==> config.mk <==
export PLATFORM = sky130hd
export DESIGN_NAME = khc_fifo
export DESIGN_NICKNAME = d
export VERILOG_FILES = /design/src/hdl/khc_pkg.sv /design/src/hdl/khc_fifo.sv
export VERILOG_INCLUDE_DIRS = /design/src /design/src/hdl
export SDC_FILE = /design/constraint.sdc
export NUM_CORES = 1
export LEC_CHECK = 0
export ABC_AREA = 0
export BUFFER_PORTS_ARGS = -buffer_cell sky130_fd_sc_hd__buf_4
export CORE_MARGIN = 2
export CORE_UTILIZATION = 57
export CTS_CLUSTER_DIAMETER = 60
export DETAILED_ROUTE_END_ITERATION = 10
export PLACE_DENSITY = 0.77
export SYNTH_ARGS = -nofsm -noshare
export SYNTH_HDL_FRONTEND = slang
export SYNTH_SLANG_ARGS = --single-unit
==> constraint.sdc <==
create_clock -name clk -period 6.7 [get_ports clk]
set_clock_uncertainty 0.1 [all_clocks]
set_input_delay 0.335 -clock clk [delete_from_list [all_inputs] [get_ports clk]]
set_output_delay 0.335 -clock clk [all_outputs]
set_load 0.01 [all_outputs]
==> src/hdl/kmer_histogram_counter_unit_defines.svh <==
// assertion macros shared by the kmer histogram counter rtl
// no dependencies; the including module provides clk and arst_n
`ifndef KMER_HISTOGRAM_COUNTER_UNIT_DEFINES_SVH
`define KMER_HISTOGRAM_COUNTER_UNIT_DEFINES_SVH
`ifndef SYNTH
`define KHC_ASSERT(label, prop, msg) \
	label: assert property (@(posedge clk) disable iff (!arst_n) prop) else $error(msg);
`define KHC_ASSERT_ALWAYS(label, prop, msg) \
	label: assert property (@(posedge clk) prop) else $error(msg);
`else
`define KHC_ASSERT(label, prop, msg)
`define KHC_ASSERT_ALWAYS(label, prop, msg)
`endif
`endif

==> src/hdl/khc_pkg.sv <==
// types, constants and helpers for the kmer histogram counter
// used by every module of the block; no dependencies
package khc_pkg;

	localparam int MAX_K       = 8;
	localparam int ID_W        = 2 * MAX_K;
	localparam int COUNT_W     = 32;
	localparam int TOTAL_W     = 24;
	localparam int STORE_DEPTH = 1 << ID_W;
	localparam int NUM_TOTALS  = 5;
	localparam int QDEPTH      = 4;
	localparam int QPTR_W      = $clog2(QDEPTH);
	localparam int QCNT_W      = QPTR_W + 1;
	localparam int K_W         = 4;
	localparam int CFG_IDX_W   = 1;
	localparam int CFG_DATA_W  = 4;

	localparam logic [K_W-1:0] K_RESET = 4'd6;

	// configuration register indexes
	localparam logic [CFG_IDX_W-1:0] CFG_KMER_LENGTH  = 1'd0;
	localparam logic [CFG_IDX_W-1:0] CFG_REPEAT_CHECK = 1'd1;

	// opcodes
	localparam logic [1:0] OP_BASE       = 2'd0;
	localparam logic [1:0] OP_READ       = 2'd1;
	localparam logic [1:0] OP_READ_CLEAR = 2'd2;

	// characters
	localparam logic [7:0] CH_A  = 8'h41;
	localparam logic [7:0] CH_C  = 8'h43;
	localparam logic [7:0] CH_G  = 8'h47;
	localparam logic [7:0] CH_T  = 8'h54;
	localparam logic [7:0] CH_U  = 8'h55;
	localparam logic [7:0] CH_N  = 8'h4E;
	localparam logic [7:0] CH_X  = 8'h58;
	localparam logic [7:0] CH_LF = 8'h0A;
	localparam logic [7:0] CH_CR = 8'h0D;

	// per-sequence total slots
	localparam int T_MASKED = 0;
	localparam int T_UNSYL  = 1;
	localparam int T_SYL    = 2;
	localparam int T_SPACED = 3;
	localparam int T_R2     = 4;

	typedef enum logic [2:0] {
		EV_NOT_FULL = 3'd0,
		EV_COUNTED  = 3'd1,
		EV_MASKED   = 3'd2,
		EV_REPEAT   = 3'd3,
		EV_BIN_READ = 3'd4
	} event_t;

	typedef enum logic [1:0] {
		MOP_NONE  = 2'd0,
		MOP_INCR  = 2'd1,
		MOP_READ  = 2'd2,
		MOP_CLEAR = 2'd3
	} mem_op_t;

	typedef struct packed {
		logic [1:0]  opcode;
		logic [7:0]  base_char;
		logic        last;
		logic [15:0] bin_index;
	} item_t;

	typedef struct packed {
		logic [ID_W-1:0]    kmer_id;
		event_t             event_res;
		logic [COUNT_W-1:0] bin_count;
		logic               seq_end;
		logic               seq_short;
		logic [TOTAL_W-1:0] seq_masked;
		logic [TOTAL_W-1:0] seq_unsyl;
		logic [TOTAL_W-1:0] seq_syl;
		logic [TOTAL_W-1:0] seq_spaced;
		logic [TOTAL_W-1:0] seq_r2;
		logic [TOTAL_W-1:0] seq_bases;
	} result_t;

	// classified item waiting for the count memory
	typedef struct packed {
		mem_op_t            mop;
		logic [ID_W-1:0]    kmer_id;
		event_t             event_res;
		logic               seq_end;
		logic               seq_short;
		logic [TOTAL_W-1:0] seq_masked;
		logic [TOTAL_W-1:0] seq_unsyl;
		logic [TOTAL_W-1:0] seq_syl;
		logic [TOTAL_W-1:0] seq_spaced;
		logic [TOTAL_W-1:0] seq_r2;
		logic [TOTAL_W-1:0] seq_bases;
	} qent_t;

	function automatic logic [TOTAL_W-1:0] sat_inc_total(input logic [TOTAL_W-1:0] v);
		sat_inc_total = (v == {TOTAL_W{1'b1}}) ? v : v + 1'b1;
	endfunction

	function automatic logic [COUNT_W-1:0] sat_inc_count(input logic [COUNT_W-1:0] v);
		sat_inc_count = (v == {COUNT_W{1'b1}}) ? v : v + 1'b1;
	endfunction

endpackage

==> src/hdl/khc_fifo.sv <==
// short queue of classified items between the front and back ends
// uses khc_pkg for the entry type and depth
`include "kmer_histogram_counter_unit_defines.svh"
module khc_fifo (
	input  logic           clk,
	input  logic           arst_n,
	input  logic           push,
	input  khc_pkg::qent_t wr_entry,
	input  logic           pop,
	output khc_pkg::qent_t rd_entry,
	output logic           full,
	output logic           empty
);
	import khc_pkg::*;

	qent_t             ent_q [QDEPTH];
	logic [QPTR_W-1:0] wr_ptr_q;
	logic [QPTR_W-1:0] rd_ptr_q;
	logic [QCNT_W-1:0] count_q;

	assign full     = (count_q == QCNT_W'(QDEPTH));
	assign empty    = (count_q == '0);
	assign rd_entry = ent_q[rd_ptr_q];

	always_ff @(posedge clk) begin
		if (push)
			ent_q[wr_ptr_q] <= wr_entry;
	end

	always_ff @(posedge clk or negedge arst_n) begin
		if (!arst_n) begin
			wr_ptr_q <= '0;
			rd_ptr_q <= '0;
			count_q  <= '0;
		end else begin
			if (push)
				wr_ptr_q <= wr_ptr_q + 1'b1;
			if (pop)
				rd_ptr_q <= rd_ptr_q + 1'b1;
			case ({push, pop})
				2'b10:   count_q <= count_q + 1'b1;
				2'b01:   count_q <= count_q - 1'b1;
				default: count_q <= count_q;
			endcase
		end
	end

	`KHC_ASSERT(a_no_push_when_full, full |-> !push, "push into a full queue")
	`KHC_ASSERT(a_no_pop_when_empty, empty |-> !pop, "pop from an empty queue")

endmodule

Yosys cells after proc, flatten, opt, wreduce, memory -nomap -nowiden
Memories as Yosys holds them, arrays and structs flattened.
Index checks and enable logic that the tools add are counted.
{ "word_totals": {"register_bits": 7, "ram_bits": 668, "in_bits": 171, "memories": 1} }
{ "memory_table": {"columns": ["memory", "words", "word_bits", "read_ports", "rd_clocked_by_memory_dff", "write_ports", "line", "text"], "rows": [
  ["ent_q", 4, 167, 1, 0, 1, "khc_fifo.sv:16", "qent_t ent_q [QDEPTH];"]
]} }
{ "classes": {"addsub": 4, "n_eq_ne": 3, "mux": 3, "n_reduce_logical": 2} }
{ "ops": {"columns": ["op", "n"], "rows": [
  ["case mux 3 bit (2 select lines)", 1],
  ["adder 2 x 1 -> 2 bit (second input constant)", 2],
  ["adder 3 x 1 -> 3 bit (second input constant)", 1],
  ["equality test 3 bit (second input constant)", 1],
  ["zero test 3 bit", 1],
  ["subtractor 3 x 1 -> 3 bit (second input constant)", 1],
  ["equality test 2 x 1 -> 1 bit (second input constant)", 1],
  ["equality test 2 bit (second input constant)", 1],
  ["2-to-1 mux 1 bit", 2],
  ["nonzero test 2 bit", 1]
]} }

Longest topological paths before layout
{ "logic_depth": {"ltp_word": 2, "ltp_mapped": 7, "ltp_nobuf": 7} }

Least setup slack after synthesis
No wires, ideal clock.
{ "synth_timing": {"kind": "flip-flop to flip-flop", "start": "reg wr_ptr_q[0]", "end": "mem ent_q[0][0] (netlist name) (enable)", "arrival_ps": 4431, "t_required_ps": 6054, "slack_ps": 1622, "path_stages_with_launch": 4, "path_buffers": 0, "synth_period_minus_slack_ps": 5078, "cell_sequence": "dfrtp_1 inv_1 ha_1 and2_1"} }
{ "synth_rtl": {"columns": ["item", "line", "text"], "rows": [
  ["start: declaration", "khc_fifo.sv:17", "logic [QPTR_W-1:0] wr_ptr_q;"],
  ["start signal: assignment", "khc_fifo.sv:37", "wr_ptr_q <= wr_ptr_q + 1'b1;"],
  ["end: declaration", "khc_fifo.sv:16", null]
]} }
No word-level cell before the write port.

==> metrics <==
post-synthesis async set-or-reset flop share 0.0104; synthesized cell area 24500 um^2; grt ovf 0; most instantiated cells after synthesis edfxtp_1 (668), mux4_2 (167), buf_2 (19), buf_6 (14), dfrtp_1 (7); Final Net Count 1636; vias in the first global route 12.4k; dpl ws 3.96 ns; placed cell count 1757; PwrDens 430 nW/um^2; Slew Limit Fails 0; peak supply drop 0.000481 V; fin crit period 3.40 ns; RSZ-0062 raised after global routing false; Final setup viols 0; Leak Pwr 10.9 nW; Worst EP arrival 2.96 ns; Initial DRC Count 841; total track usage 0.233; drt pass-1 iters 7; Slew headroom 0.242; required time worst endpoint 6.26 ns; HPWL reported at the end of detailed placement 26100 um; initial core utilization 0.581; Yosys cell types 17; Max Cap Violations 0; Final Cycle Share 0.507; measured slew at the worst slew-check pin 1.14 ns; Fillers 2200; sequential fraction of the synthesis area 0.826; Finished Layout Cells 2042; DRC 0; setup slack after layout 3.30 ns; # H-tree levels 3; HP Class input port to flop; core footprint 42100 um^2; setup total negative slack 0 ns; largest net degree at the start of global routing 169; fraction of layout cells with a size suffix above 1 0.405; crit path max fanout 110; top area cells in the synthesized netlist edfxtp_1 (82%), mux4_2 (15%), dfrtp_1 (0.72%); CTS tree built; Reg clk slew, reported paths 0.06 ns; die width 211 um; Avg Cell Area, Syn 26.9 um^2; first-pass GRT wire length 75800 um; area leader, netlist edfxtp_1; clk buf depth 3; crit start category flop; WL per Instance 24.8 um; Post-CTS Setup Bufs 0; Layout area overhead 28.3%; CTS Sinks 675; outcome finished clean; initial antenna violation count 5; total CTS buffers 68; via count 11.6k; IO Port Bufs 339; most common cell in the netlist edfxtp_1; Clock Latency Late Sink 0.58 ns; WL final 50700 um; highest clock rate 294 MHz; WHS 0.397 ns; clk root buf clkbuf_16; ANT nets after route 0; GPL Wtd Cong 0.751; Util after Layout 0.746; vias per std cell 5.69; Syn Nets 1087; Seq cells post-synth 675; post-synth top area share 0.819; die height 211 um; die area 44600 um^2; Syn Inst Count 910; kind of critical path flop to primary output; Yosys warning total 0; FP Rows 75; Fin. Hold Viols 0; # IOs 340; Post-synth EDFFs 668; CP Capture Type primary output; ys flop type edfxtp_1
==> layout make-up <==
| class | count | area, um^2 | share of cell area |
|---|---|---|---|
| Multi-Input combinational cell | 191 | 3970 | 0.126 |
| Inverter | 6 | 22.5 | 0.000717 |
| Timing Repair Buffer | 517 | 4380 | 0.140 |
| Clock buffer | 87 | 1890 | 0.0600 |
| Tap cell | 539 | 674 | 0.0215 |
| Clock inverter | 24 | 239 | 0.00761 |
| Sequential cell | 675 | 20200 | 0.644 |
| Antenna cell | 3 | 7.51 | 0.000239 |
==> where the power goes <==
group	total (mW)	switching [mW]	internal (mW)	leakage, nW
Combinational	4.15	2.10	2.05	3.59
Sequential	5.74	0.209	5.53	6.22
Clock	3.63	1.46	2.16	1.04
Total	13.5	3.77	9.75	10.9
==> layer usage <==
metal | global-route usage | routed length (um) | up-vias
li1 | - | - | 5045
met1 | 0.308 | 19500 | 6031
met2 | 0.386 | 26400 | 458
met3 | 0.0630 | 3710 | 79
met4 | 0.0668 | 1090 | 4
met5 | 0 | 27 | -
==> final timing paths <==
path | from | end | slack [ns] | cells past startpoint
setup / recovery | rd_ptr_q[0]$_DFFE_PN0P_ | rd_entry[106] | 3.30 | 3
hold / removal | wr_entry[163] | ent_q[0][163]$_DFFE_PP_ | 0.40 | 2
setup reg to reg | wr_ptr_q[1]$_DFFE_PN0P_ | ent_q[0][22]$_DFFE_PP_ | 4.01 | 4
max in group asynchronous | arst_n | rd_ptr_q[1]$_DFFE_PN0P_ | 5.58 | 3
hold reg to reg | count_q[2]$_DFFE_PN0P_ | count_q[2]$_DFFE_PN0P_ | 0.42 | 1
min in group asynchronous | arst_n | rd_ptr_q[0]$_DFFE_PN0P_ | 0.64 | 3
==> what timing repair did <==
| action | CTS | global route |
|---|---|---|
| resized for setup | 0 | 0 |
| hold endpoints to repair | 679 | 0 |
| endpoints found under the setup margin | 0 | 0 |
| hold buffers | 171 | 0 |
==> stage by stage <==
stage	cell area, um^2	power, mW
3_3_place_gp	27600	9.84
6_report	31400	13.5
2_1_floorplan	24500	8.26
5_1_grt	31400	14.1
3_5_place_dp	27600	9.90
4_1_cts	31400	13.6
==> registers in the layout (all words and copies together) (netlist names) <==
register  cells
count_q       3
rd_ptr_q      2
wr_ptr_q      2
ent_q       668
==> worst max-delay path, cell delays in order (launching register included) <==
cell     delay (ns)
dfrtp_4        0.61
buf_12         0.54
mux4_2         0.67
buf_4          0.18
==> layout by cell type, fill, tap and decap left out <==
| cell type | n |
|---|---|
| clkbuf_8 | 5 |
| and2_4 | 4 |
| nor3_1 | 1 |
| clkbuf_16 | 71 |
| buf_4 | 340 |
| fa_1 | 1 |
| clkinv_1 | 11 |
| nor2_1 | 1 |
| ha_1 | 5 |
| clkinv_4 | 1 |
| buf_12 | 6 |
| dfrtp_1 | 5 |
| edfxtp_1 | 668 |
| bufinv_16 | 5 |
| inv_1 | 6 |
| mux4_2 | 167 |
| nand2_1 | 3 |
| xnor2_1 | 2 |
| dfrtp_4 | 2 |
| xor2_1 | 4 |
| o21ai_0 | 2 |
| dlygate4sd3_1 | 171 |
| clkbuf_1 | 11 |
| and3_1 | 1 |
| diode_2 | 3 |
| inv_6 | 1 |
| clkinv_2 | 6 |
==> cells by family (layout without fill, tap and decap cells) <==
| group | after synthesis | count (layout) | share of synthesized area |
|---|---|---|---|
| flip-flops | 675 | 675 | 0.826 |
| multiplexers | 167 | 167 | 0.154 |
| buffers and inverters | 44 | 634 | 0.0120 |
| AND/OR/NAND/NOR | 10 | 10 | 0.00209 |
| adder cells (fa/ha/maj) | 6 | 6 | 0.00337 |
| XOR/XNOR | 6 | 6 | 0.00215 |
| AO/OA/AOI/OAI | 2 | 2 | 0.000409 |
| other | 0 | 3 | 0 |
Note: power is estimated with default switching activity, not from simulation.
