### config.mk
export PLATFORM = sky130hd
export DESIGN_NAME = khc_front
export DESIGN_NICKNAME = d
export VERILOG_FILES = /design/src/hdl/kmer_histogram_counter_unit_defines.svh /design/src/hdl/khc_pkg.sv /design/src/hdl/khc_front.sv
export SDC_FILE = /design/constraint.sdc
export NUM_CORES = 1
export LEC_CHECK = 0
export BUFFER_PORTS_ARGS = -buffer_cell sky130_fd_sc_hd__buf_4
export CAP_MARGIN = 10
export CORE_AREA = 4 4 169 171
export DETAILED_ROUTE_END_ITERATION = 8
export DIE_AREA = 0 0 173 175
export PLACE_DENSITY_LB_ADDON = 0.25
export SLEW_MARGIN = 20
export SYNTH_ARGS = -nofsm -noshare
export SYNTH_HDL_FRONTEND = slang
export SYNTH_SLANG_ARGS = --single-unit
### constraint.sdc
create_clock -name clk -period 5.81 [get_ports clk]
set_input_delay 1.162 -clock clk [delete_from_list [all_inputs] [get_ports clk]]
set_output_delay 1.162 -clock clk [all_outputs]
set_load 0.05 [all_outputs]
### src/hdl/kmer_histogram_counter_unit_defines.svh
// assertion macros shared by the kmer histogram counter rtl
// no dependencies; the including module provides clk and arst_n
`ifndef KMER_HISTOGRAM_COUNTER_UNIT_DEFINES_SVH
`define KMER_HISTOGRAM_COUNTER_UNIT_DEFINES_SVH
`ifndef SYNTH
`define KHC_ASSERT(label, prop, msg) \
	label: assert property (@(posedge clk) disable iff (!arst_n) prop) else $error(msg);
`define KHC_ASSERT_ALWAYS(label, prop, msg) \
	label: assert property (@(posedge clk) prop) else $error(msg);
`else
`define KHC_ASSERT(label, prop, msg)
`define KHC_ASSERT_ALWAYS(label, prop, msg)
`endif
`endif

### src/hdl/khc_pkg.sv
// types, constants and helpers for the kmer histogram counter
// used by every module of the block; no dependencies
package khc_pkg;

	localparam int MAX_K       = 8;
	localparam int ID_W        = 2 * MAX_K;
	localparam int COUNT_W     = 32;
	localparam int TOTAL_W     = 24;
	localparam int STORE_DEPTH = 1 << ID_W;
	localparam int NUM_TOTALS  = 5;
	localparam int QDEPTH      = 4;
	localparam int QPTR_W      = $clog2(QDEPTH);
	localparam int QCNT_W      = QPTR_W + 1;
	localparam int K_W         = 4;
	localparam int CFG_IDX_W   = 1;
	localparam int CFG_DATA_W  = 4;

	localparam logic [K_W-1:0] K_RESET = 4'd6;

	// configuration register indexes
	localparam logic [CFG_IDX_W-1:0] CFG_KMER_LENGTH  = 1'd0;
	localparam logic [CFG_IDX_W-1:0] CFG_REPEAT_CHECK = 1'd1;

	// opcodes
	localparam logic [1:0] OP_BASE       = 2'd0;
	localparam logic [1:0] OP_READ       = 2'd1;
	localparam logic [1:0] OP_READ_CLEAR = 2'd2;

	// characters
	localparam logic [7:0] CH_A  = 8'h41;
	localparam logic [7:0] CH_C  = 8'h43;
	localparam logic [7:0] CH_G  = 8'h47;
	localparam logic [7:0] CH_T  = 8'h54;
	localparam logic [7:0] CH_U  = 8'h55;
	localparam logic [7:0] CH_N  = 8'h4E;
	localparam logic [7:0] CH_X  = 8'h58;
	localparam logic [7:0] CH_LF = 8'h0A;
	localparam logic [7:0] CH_CR = 8'h0D;

	// per-sequence total slots
	localparam int T_MASKED = 0;
	localparam int T_UNSYL  = 1;
	localparam int T_SYL    = 2;
	localparam int T_SPACED = 3;
	localparam int T_R2     = 4;

	typedef enum logic [2:0] {
		EV_NOT_FULL = 3'd0,
		EV_COUNTED  = 3'd1,
		EV_MASKED   = 3'd2,
		EV_REPEAT   = 3'd3,
		EV_BIN_READ = 3'd4
	} event_t;

	typedef enum logic [1:0] {
		MOP_NONE  = 2'd0,
		MOP_INCR  = 2'd1,
		MOP_READ  = 2'd2,
		MOP_CLEAR = 2'd3
	} mem_op_t;

	typedef struct packed {
		logic [1:0]  opcode;
		logic [7:0]  base_char;
		logic        last;
		logic [15:0] bin_index;
	} item_t;

	typedef struct packed {
		logic [ID_W-1:0]    kmer_id;
		event_t             event_res;
		logic [COUNT_W-1:0] bin_count;
		logic               seq_end;
		logic               seq_short;
		logic [TOTAL_W-1:0] seq_masked;
		logic [TOTAL_W-1:0] seq_unsyl;
		logic [TOTAL_W-1:0] seq_syl;
		logic [TOTAL_W-1:0] seq_spaced;
		logic [TOTAL_W-1:0] seq_r2;
		logic [TOTAL_W-1:0] seq_bases;
	} result_t;

	// classified item waiting for the count memory
	typedef struct packed {
		mem_op_t            mop;
		logic [ID_W-1:0]    kmer_id;
		event_t             event_res;
		logic               seq_end;
		logic               seq_short;
		logic [TOTAL_W-1:0] seq_masked;
		logic [TOTAL_W-1:0] seq_unsyl;
		logic [TOTAL_W-1:0] seq_syl;
		logic [TOTAL_W-1:0] seq_spaced;
		logic [TOTAL_W-1:0] seq_r2;
		logic [TOTAL_W-1:0] seq_bases;
	} qent_t;

	function automatic logic [TOTAL_W-1:0] sat_inc_total(input logic [TOTAL_W-1:0] v);
		sat_inc_total = (v == {TOTAL_W{1'b1}}) ? v : v + 1'b1;
	endfunction

	function automatic logic [COUNT_W-1:0] sat_inc_count(input logic [COUNT_W-1:0] v);
		sat_inc_count = (v == {COUNT_W{1'b1}}) ? v : v + 1'b1;
	endfunction

endpackage

### src/hdl/khc_front.sv
// front end: accepts items, keeps the rolling word and per-sequence state
// and classifies each item into a memory operation; uses khc_pkg
module khc_front (
	input  logic                          clk,
	input  logic                          arst_n,
	input  logic                          cfg_write,
	input  logic [khc_pkg::CFG_IDX_W-1:0]  cfg_index,
	input  logic [khc_pkg::CFG_DATA_W-1:0] cfg_data,
	input  logic                          item_valid,
	input  logic                          stall,
	input  khc_pkg::item_t                item,
	output logic                          push,
	output khc_pkg::qent_t                entry
);
	import khc_pkg::*;

	logic [K_W-1:0]     kmer_length_q;
	logic               repeat_check_q;
	logic [ID_W-1:0]    win_q;
	logic [MAX_K-1:0]   mask_q;
	logic [2:0]         phase_q;
	logic [ID_W-1:0]    recent_q [2];
	logic [1:0]         recent_vld_q;
	logic [TOTAL_W-1:0] pos_q;
	logic [TOTAL_W-1:0] tot_q [NUM_TOTALS];

	logic [ID_W-1:0]    win_n;
	logic [MAX_K-1:0]   mask_n;
	logic [2:0]         phase_n;
	logic [ID_W-1:0]    recent_n [2];
	logic [1:0]         recent_vld_n;
	logic [TOTAL_W-1:0] pos_n;
	logic [TOTAL_W-1:0] tot_n [NUM_TOTALS];

	logic               is_base;

	assign push    = item_valid && !stall;
	assign is_base = (item.opcode == OP_BASE);

	always_ff @(posedge clk or negedge arst_n) begin
		if (!arst_n) begin
			kmer_length_q  <= K_RESET;
			repeat_check_q <= 1'b0;
		end else if (cfg_write) begin
			case (cfg_index)
				CFG_KMER_LENGTH:  kmer_length_q  <= cfg_data[K_W-1:0];
				CFG_REPEAT_CHECK: repeat_check_q <= cfg_data[0];
				default: ;
			endcase
		end
	end

	always_comb begin
		logic [K_W-1:0]   k_eff;
		logic [ID_W-1:0]  id_mask;
		logic [MAX_K-1:0] win_mask;
		logic [1:0]       code;
		logic             masked;
		logic             full;
		logic             first;
		logic             hit;

		k_eff = kmer_length_q;
		if (kmer_length_q == '0)
			k_eff = K_W'(1);
		else if (kmer_length_q > K_W'(MAX_K))
			k_eff = K_W'(MAX_K);
		for (int j = 0; j < MAX_K; j++) begin
			id_mask[2*j +: 2] = (K_W'(j) < k_eff) ? 2'b11 : 2'b00;
			win_mask[j]       = (K_W'(j) < k_eff);
		end

		masked = 1'b0;
		code   = 2'd0;
		case (item.base_char)
			CH_A:                     code = 2'd0;
			CH_C:                     code = 2'd1;
			CH_G:                     code = 2'd2;
			CH_T, CH_U:               code = 2'd3;
			CH_N, CH_X, CH_LF, CH_CR: masked = 1'b1;
			default:                  masked = 1'b1;
		endcase

		mask_n       = {mask_q[MAX_K-2:0], masked};
		win_n        = {win_q[ID_W-3:0], code} & id_mask;
		recent_n     = recent_q;
		recent_vld_n = recent_vld_q;
		tot_n        = tot_q;
		pos_n        = sat_inc_total(pos_q);

		if (masked) begin
			tot_n[T_MASKED] = sat_inc_total(tot_q[T_MASKED]);
			phase_n         = 3'd0;
		end else if (({1'b0, phase_q} + 4'd1) >= k_eff) begin
			tot_n[T_SPACED] = sat_inc_total(tot_q[T_SPACED]);
			phase_n         = 3'd0;
		end else begin
			phase_n = phase_q + 3'd1;
		end

		full  = pos_q >= TOTAL_W'(k_eff - K_W'(1));
		first = pos_q == TOTAL_W'(k_eff - K_W'(1));
		hit   = repeat_check_q &&
			((recent_vld_q[0] && recent_q[0] == win_n) ||
			 (recent_vld_q[1] && recent_q[1] == win_n));

		entry           = '0;
		entry.kmer_id   = win_n;
		entry.event_res = EV_NOT_FULL;
		entry.mop       = MOP_NONE;

		if (!is_base) begin
			entry.kmer_id   = item.bin_index;
			entry.event_res = EV_BIN_READ;
			entry.mop       = (item.opcode == OP_READ_CLEAR) ? MOP_CLEAR : MOP_READ;
		end else begin
			if (full) begin
				if (|(mask_n & win_mask)) begin
					tot_n[T_UNSYL]  = sat_inc_total(tot_q[T_UNSYL]);
					entry.event_res = EV_MASKED;
				end else if (first) begin
					recent_n[0]     = win_n;
					recent_vld_n[0] = 1'b1;
					tot_n[T_SYL]    = sat_inc_total(tot_q[T_SYL]);
					entry.event_res = EV_COUNTED;
					entry.mop       = MOP_INCR;
				end else if (hit) begin
					tot_n[T_R2]     = sat_inc_total(tot_q[T_R2]);
					entry.event_res = EV_REPEAT;
					entry.mop       = MOP_READ;
				end else begin
					recent_n[pos_q[0]]     = win_n;
					recent_vld_n[pos_q[0]] = 1'b1;
					tot_n[T_SYL]           = sat_inc_total(tot_q[T_SYL]);
					entry.event_res        = EV_COUNTED;
					entry.mop              = MOP_INCR;
				end
			end
			if (item.last) begin
				entry.seq_end = 1'b1;
				if (pos_n < TOTAL_W'(k_eff)) begin
					entry.seq_short = 1'b1;
				end else begin
					entry.seq_masked = tot_n[T_MASKED];
					entry.seq_unsyl  = tot_n[T_UNSYL];
					entry.seq_syl    = tot_n[T_SYL];
					entry.seq_spaced = tot_n[T_SPACED];
					entry.seq_r2     = tot_n[T_R2];
					entry.seq_bases  = pos_n;
				end
			end
		end
	end

	always_ff @(posedge clk or negedge arst_n) begin
		if (!arst_n) begin
			win_q        <= '0;
			mask_q       <= '0;
			phase_q      <= '0;
			recent_q[0]  <= '0;
			recent_q[1]  <= '0;
			recent_vld_q <= '0;
			pos_q        <= '0;
			for (int t = 0; t < NUM_TOTALS; t++)
				tot_q[t] <= '0;
		end else if (push && is_base) begin
			if (item.last) begin
				// sequence done: back to the reset state
				win_q        <= '0;
				mask_q       <= '0;
				phase_q      <= '0;
				recent_q[0]  <= '0;
				recent_q[1]  <= '0;
				recent_vld_q <= '0;
				pos_q        <= '0;
				for (int t = 0; t < NUM_TOTALS; t++)
					tot_q[t] <= '0;
			end else begin
				win_q        <= win_n;
				mask_q       <= mask_n;
				phase_q      <= phase_n;
				recent_q     <= recent_n;
				recent_vld_q <= recent_vld_n;
				pos_q        <= pos_n;
				tot_q        <= tot_n;
			end
		end
	end

endmodule

# Yosys cells after proc, flatten, opt, wreduce, memory -nomap -nowiden
# Index checks and enable logic that the tools add are counted.
# op_classes
n_addsub	9
order_cmp	16
eq_ne	19
mux	74
bitwise_logic	5
n_reduce_logical	21
# ops
cell	count
$mux 24	19
$mux 146	2
$mux 32	5
$add 24x1->24 const B	6
$eq 24x24->1 const B	6
$mux 144	1
$mux 120	1
$mux 48	2
$mux 16	4
$mux 2	22
$eq 8x7->1 const B	5
$bwmux 32	1
$eq 16x16->1	2
$eq 24x24->1	1
$ge 24x24->1	1
$lt 24x4->1	1
$and 16x16->16	1
$demux 16 s1	1
$lt 3x4->1 const A	4
$mux 14	1
$mux 3	4
$and 8x8->8	1
$lt 1x4->1 const A	2
$lt 2x4->1 const A	2
other kinds (32)	49
# totals
reg_bits	207
out_inout_bits	168

# Logic depth before layout (Yosys ltp)
# logic_depth
depth_word	17
ltp_mapped	19
depth_no_buf	15

# Worst setup path after synthesis
# No wires, ideal clock.
# synth_timing
kind	register to output
from	register kmer_length_q[2]
to	output port entry[45] (netlist bit)
arrival_time_ns	4.812
required_time_ns	4.648
path_slack_ns	-0.164
path_stages_with_launch	18
n_path_buf	4
path_cell_list	dfstp_2 > buf_2 > buf_1 > nor2_1 > o21ai_0 > inv_1 > ha_1 > buf_2 > nor3_1 > mux2i_1 > o21ai_1 > or4_1 > nor4_2 > o2111a_1 > buf_4 > nand3_1 > or4_1 > a21oi_1
# synth_lines
element	line_no	rtl
from (decl)	khc_front.sv:17	logic [K_W-1:0] kmer_length_q;
from (signal assigned)	khc_front.sv:46	CFG_KMER_LENGTH: kmer_length_q <= cfg_data[K_W-1:0];
to (decl)	khc_front.sv:13	output khc_pkg::qent_t entry

==> run metrics <==
status=completed; grt ovf=0; Least-Margin Pin Slew=962.4 ps; post-DP HPWL=33.25 mm; P_int=2765 uW; largest net degree at the start of global routing=162; Ys Warns=0; Gate Count Post-Synth=2066; Clock Latency Late Sink=530 ps; Post-Layout Cell Count=around 2600; total track usage=0.3042; Routed Antenna Nets=0; EDFF count, synth=0; WHS Path Cells=2; Hold Crit Class=reg2reg; Vias=16160; input/output buffers=~200; slowest cell delay on critical path=540 ps; Post-Synthesis Cell Area=0.01598 mm^2; Crit-path slowest cell=or4_4; io pins=about 200; ys async rst share=1.000; peak supply drop=0.1903 mV; DIE AREA=0.03028 mm^2; core area=roughly 0.027 mm^2; placed cell count=2523; Seq/Total Area, Yosys=0.3243; first-pass detailed-route iteration total=6; Area after DPL=~0.018 mm^2; Layout Skew=10.46 ps; P_leak=~0.0081 uW; CTS Root Cell=clkbuf_16; final hold slack=498.0 ps; critical path required time=about 4700 ps; crit path launch type=flip-flop; CTS Buf Count=25; number of synthesized register bits=around 210; DR iter-0 viols=1577; Via density=6.235; share of cells above drive strength 1=0.1781; Nets=2310; critical path, cell by cell=nor2_2, o21ai_1, buf_4, inv_4, ha_2, or3b_4, buf_4, nand2_4, o21ai_1, or4_4, nor4_4, o2111ai_1, buf_6, buf_4, nor4_2, xnor2_1, nor2_1, buf_4; CTS tree=yes; sw power=1254 uW; Hold Vio Cnt, Final=0; Wirelength per Cell=18.88 um; std cell rows=60; die width=around 170 um; vias in the first global route=15190; global placer's final weighted congestion=0.9563; Die Y=175 um; Synth cell types=between 90 and 100; ant diodes=0; DRC violations left=0; Max Slew Vio Count=0; worst-path maximum fanout=13; Layout area overhead=19.58%; initial antenna violation count=0; combinational power share=0.198; crit share post-route=0.9652; critical path type=reg2out; Max-Slew Margin vs Limit=0.3584; most frequent CP cell=buf_4; crit path capture type=primary output; drt total wl=48.94 mm; TNS Setup=0 ps; fill count=roughly 2200; first-pass GRT wire length=77.36 mm; ys flop type=dfrtp_1; max-cap violations=0; fin crit period=5608 ps; power share of the sequential group=0.399; Pwr Density=210.3 mW/mm^2; Final setup viols=0; Sw Ratio=0.3121; Worst EP arrival=4450 ps; cells on worst reg2reg path=15; H-tree depth=1; post-route cell area=0.01911 mm^2; worst-case clock buffer depth=3; clk slew on worst S/H paths=60 ps; CTS sink count=207; Starting Density=0.5946; Synth Area per Inst=7.735 um^2; fmax=178.3 MHz; Clk pwr share=0.403
==> per-layer routing <==
layer,global-route usage,part of all wire
met1,0.4066,0.42
met2,0.4958,0.46
met3,0.06080,0.088
met4,0.1061,0.034
met5,0,0
==> critical path: cells and delay by family, from the launching register on <==
| kind | cells | cell delay [ps] |
|---|---|---|
| XOR/XNOR | 1 | 230 |
| adder cells (fa/ha/maj) | 1 | 180 |
| AO/OA/AOI/OAI | 3 | 340 |
| flip-flops | 1 | 370 |
| buffers and inverters | 6 | 910 |
| AND/OR/NAND/NOR | 7 | 1860 |
==> final timing paths <==
check / slack [ps] / end / startpoint
max: 200 / entry[33] / kmer_length_q[2]
min: 500 / win_q[10] / win_q[10]
max reg2reg: 1330 / recent_q[16] / kmer_length_q[1]
min reg2reg: 500 / win_q[10] / win_q[10]
max in group asynchronous: 3950 / tot_q[16] / arst_n
min in group asynchronous: 690 / recent_q[23] / arst_n
==> flip-flops by register name (all words and copies together), names as in the netlist <==
name	cells
mask_q	7
win_q	14
tot_q	120
pos_q	24
phase_q	3
repeat_check_q	1
kmer_length_q	4
recent_vld_q	2
recent_q	32
==> power groups by stage <==
stage	sequential [uW]	combinational, uW	clock (uW)
floorplan	1580	523	0
global placement	1620	717	0
detailed placement	1620	738	0
CTS	1600	756	1630
global route	1610	863	1700
finish	1600	796	1620
==> synthesized netlist by cell type, types with 7 or more instances <==
master | n | share of area
nand2_1 | 270 | 0.063
nor2b_1 | 15 | 0.0059
buf_1 | 7 | 0.0016
xnor2_1 | 72 | 0.039
mux2i_1 | 85 | 0.053
nor4bb_1 | 7 | 0.0044
a21o_1 | 15 | 0.0070
nor3b_1 | 7 | 0.0033
a31oi_1 | 19 | 0.0074
nor4_1 | 20 | 0.0078
and3_1 | 36 | 0.014
or4_1 | 13 | 0.0061
and4_1 | 12 | 0.0066
o211ai_1 | 15 | 0.0070
dfrtp_1 | 205 | 0.32
nand3b_1 | 8 | 0.0038
o2bb2ai_1 | 17 | 0.0093
nand3_1 | 89 | 0.028
a21oi_1 | 78 | 0.024
o21ai_0 | 166 | 0.052
or3_1 | 29 | 0.011
ha_1 | 40 | 0.031
o22ai_1 | 18 | 0.0070
nand2b_1 | 12 | 0.0047
inv_1 | 47 | 0.011
buf_2 | 34 | 0.011
o31ai_1 | 18 | 0.0085
nor3_1 | 69 | 0.022
nand4_1 | 47 | 0.018
o21ai_1 | 15 | 0.0047
nor2_1 | 263 | 0.062
and2_1 | 25 | 0.0098
a22o_1 | 7 | 0.0038
clkbuf_1 | 111 | 0.026
xor2_1 | 57 | 0.031
==> area by class of cell <==
| class | instances | area (um^2) | area share |
|---|---|---|---|
| Clock buffer | 38 | 754.5 | 0.03948 |
| Multi-Input combinational cell | 1674 | 10300 | 0.5390 |
| Clock inverter | 7 | 87.58 | 0.004583 |
| Timing Repair Buffer | 276 | 2170 | 0.1135 |
| Tap cell | 341 | 426.7 | 0.02233 |
| Sequential cell | 207 | 5185 | 0.2713 |
| Inverter | 49 | 186.4 | 0.009756 |
==> kinds of logic (layout without fill, tap and decap cells) <==
family | after synthesis | count (layout) | share of synthesized area
AND/OR/NAND/NOR | 961 | 962 | 0.2945
AO/OA/AOI/OAI | 431 | 431 | 0.1693
flip-flops | 207 | 207 | 0.3243
buffers and inverters | 206 | 370 | 0.05230
XOR/XNOR | 129 | 129 | 0.07070
multiplexers | 90 | 90 | 0.05676
adder cells (fa/ha/maj) | 41 | 41 | 0.03194
other | 1 | 21 | 0.0002347
==> timing repair <==
item | CTS | global route
gates cloned | 0 | 1
pin swaps | 7 | 18
endpoints found under the setup margin | 101 | 132
buffers inserted | 9 | 14
hold buffers | 0 | 0
gates resized for setup | 19 | 43
==> per-stage QoR <==
step / total power, uW / utilization / setup WS [ps]
final: 4019 / 0.7110 / 201.9
after global routing: 4172 / 0.7110 / -1.665
after CTS: 3988 / 0.7007 / 7.318
after detailed placement: 2360 / 0.6631 / 299.9
after global placement: 2335 / 0.6631 / 332.4
after floorplan: 2104 / - / 2.873
==> cells in the final DEF (no fill, tap or decap), types with 46 or more instances in the layout <==
cell,instances
a21oi_1,67
nor2_1,260
o21ai_0,165
inv_1,46
nand4_1,47
dfrtp_1,203
mux2i_1,83
buf_4,260
nor3_1,67
nand3_1,88
xnor2_1,72
xor2_1,56
nand2_1,267
Power figures use the tool's default switching activity.
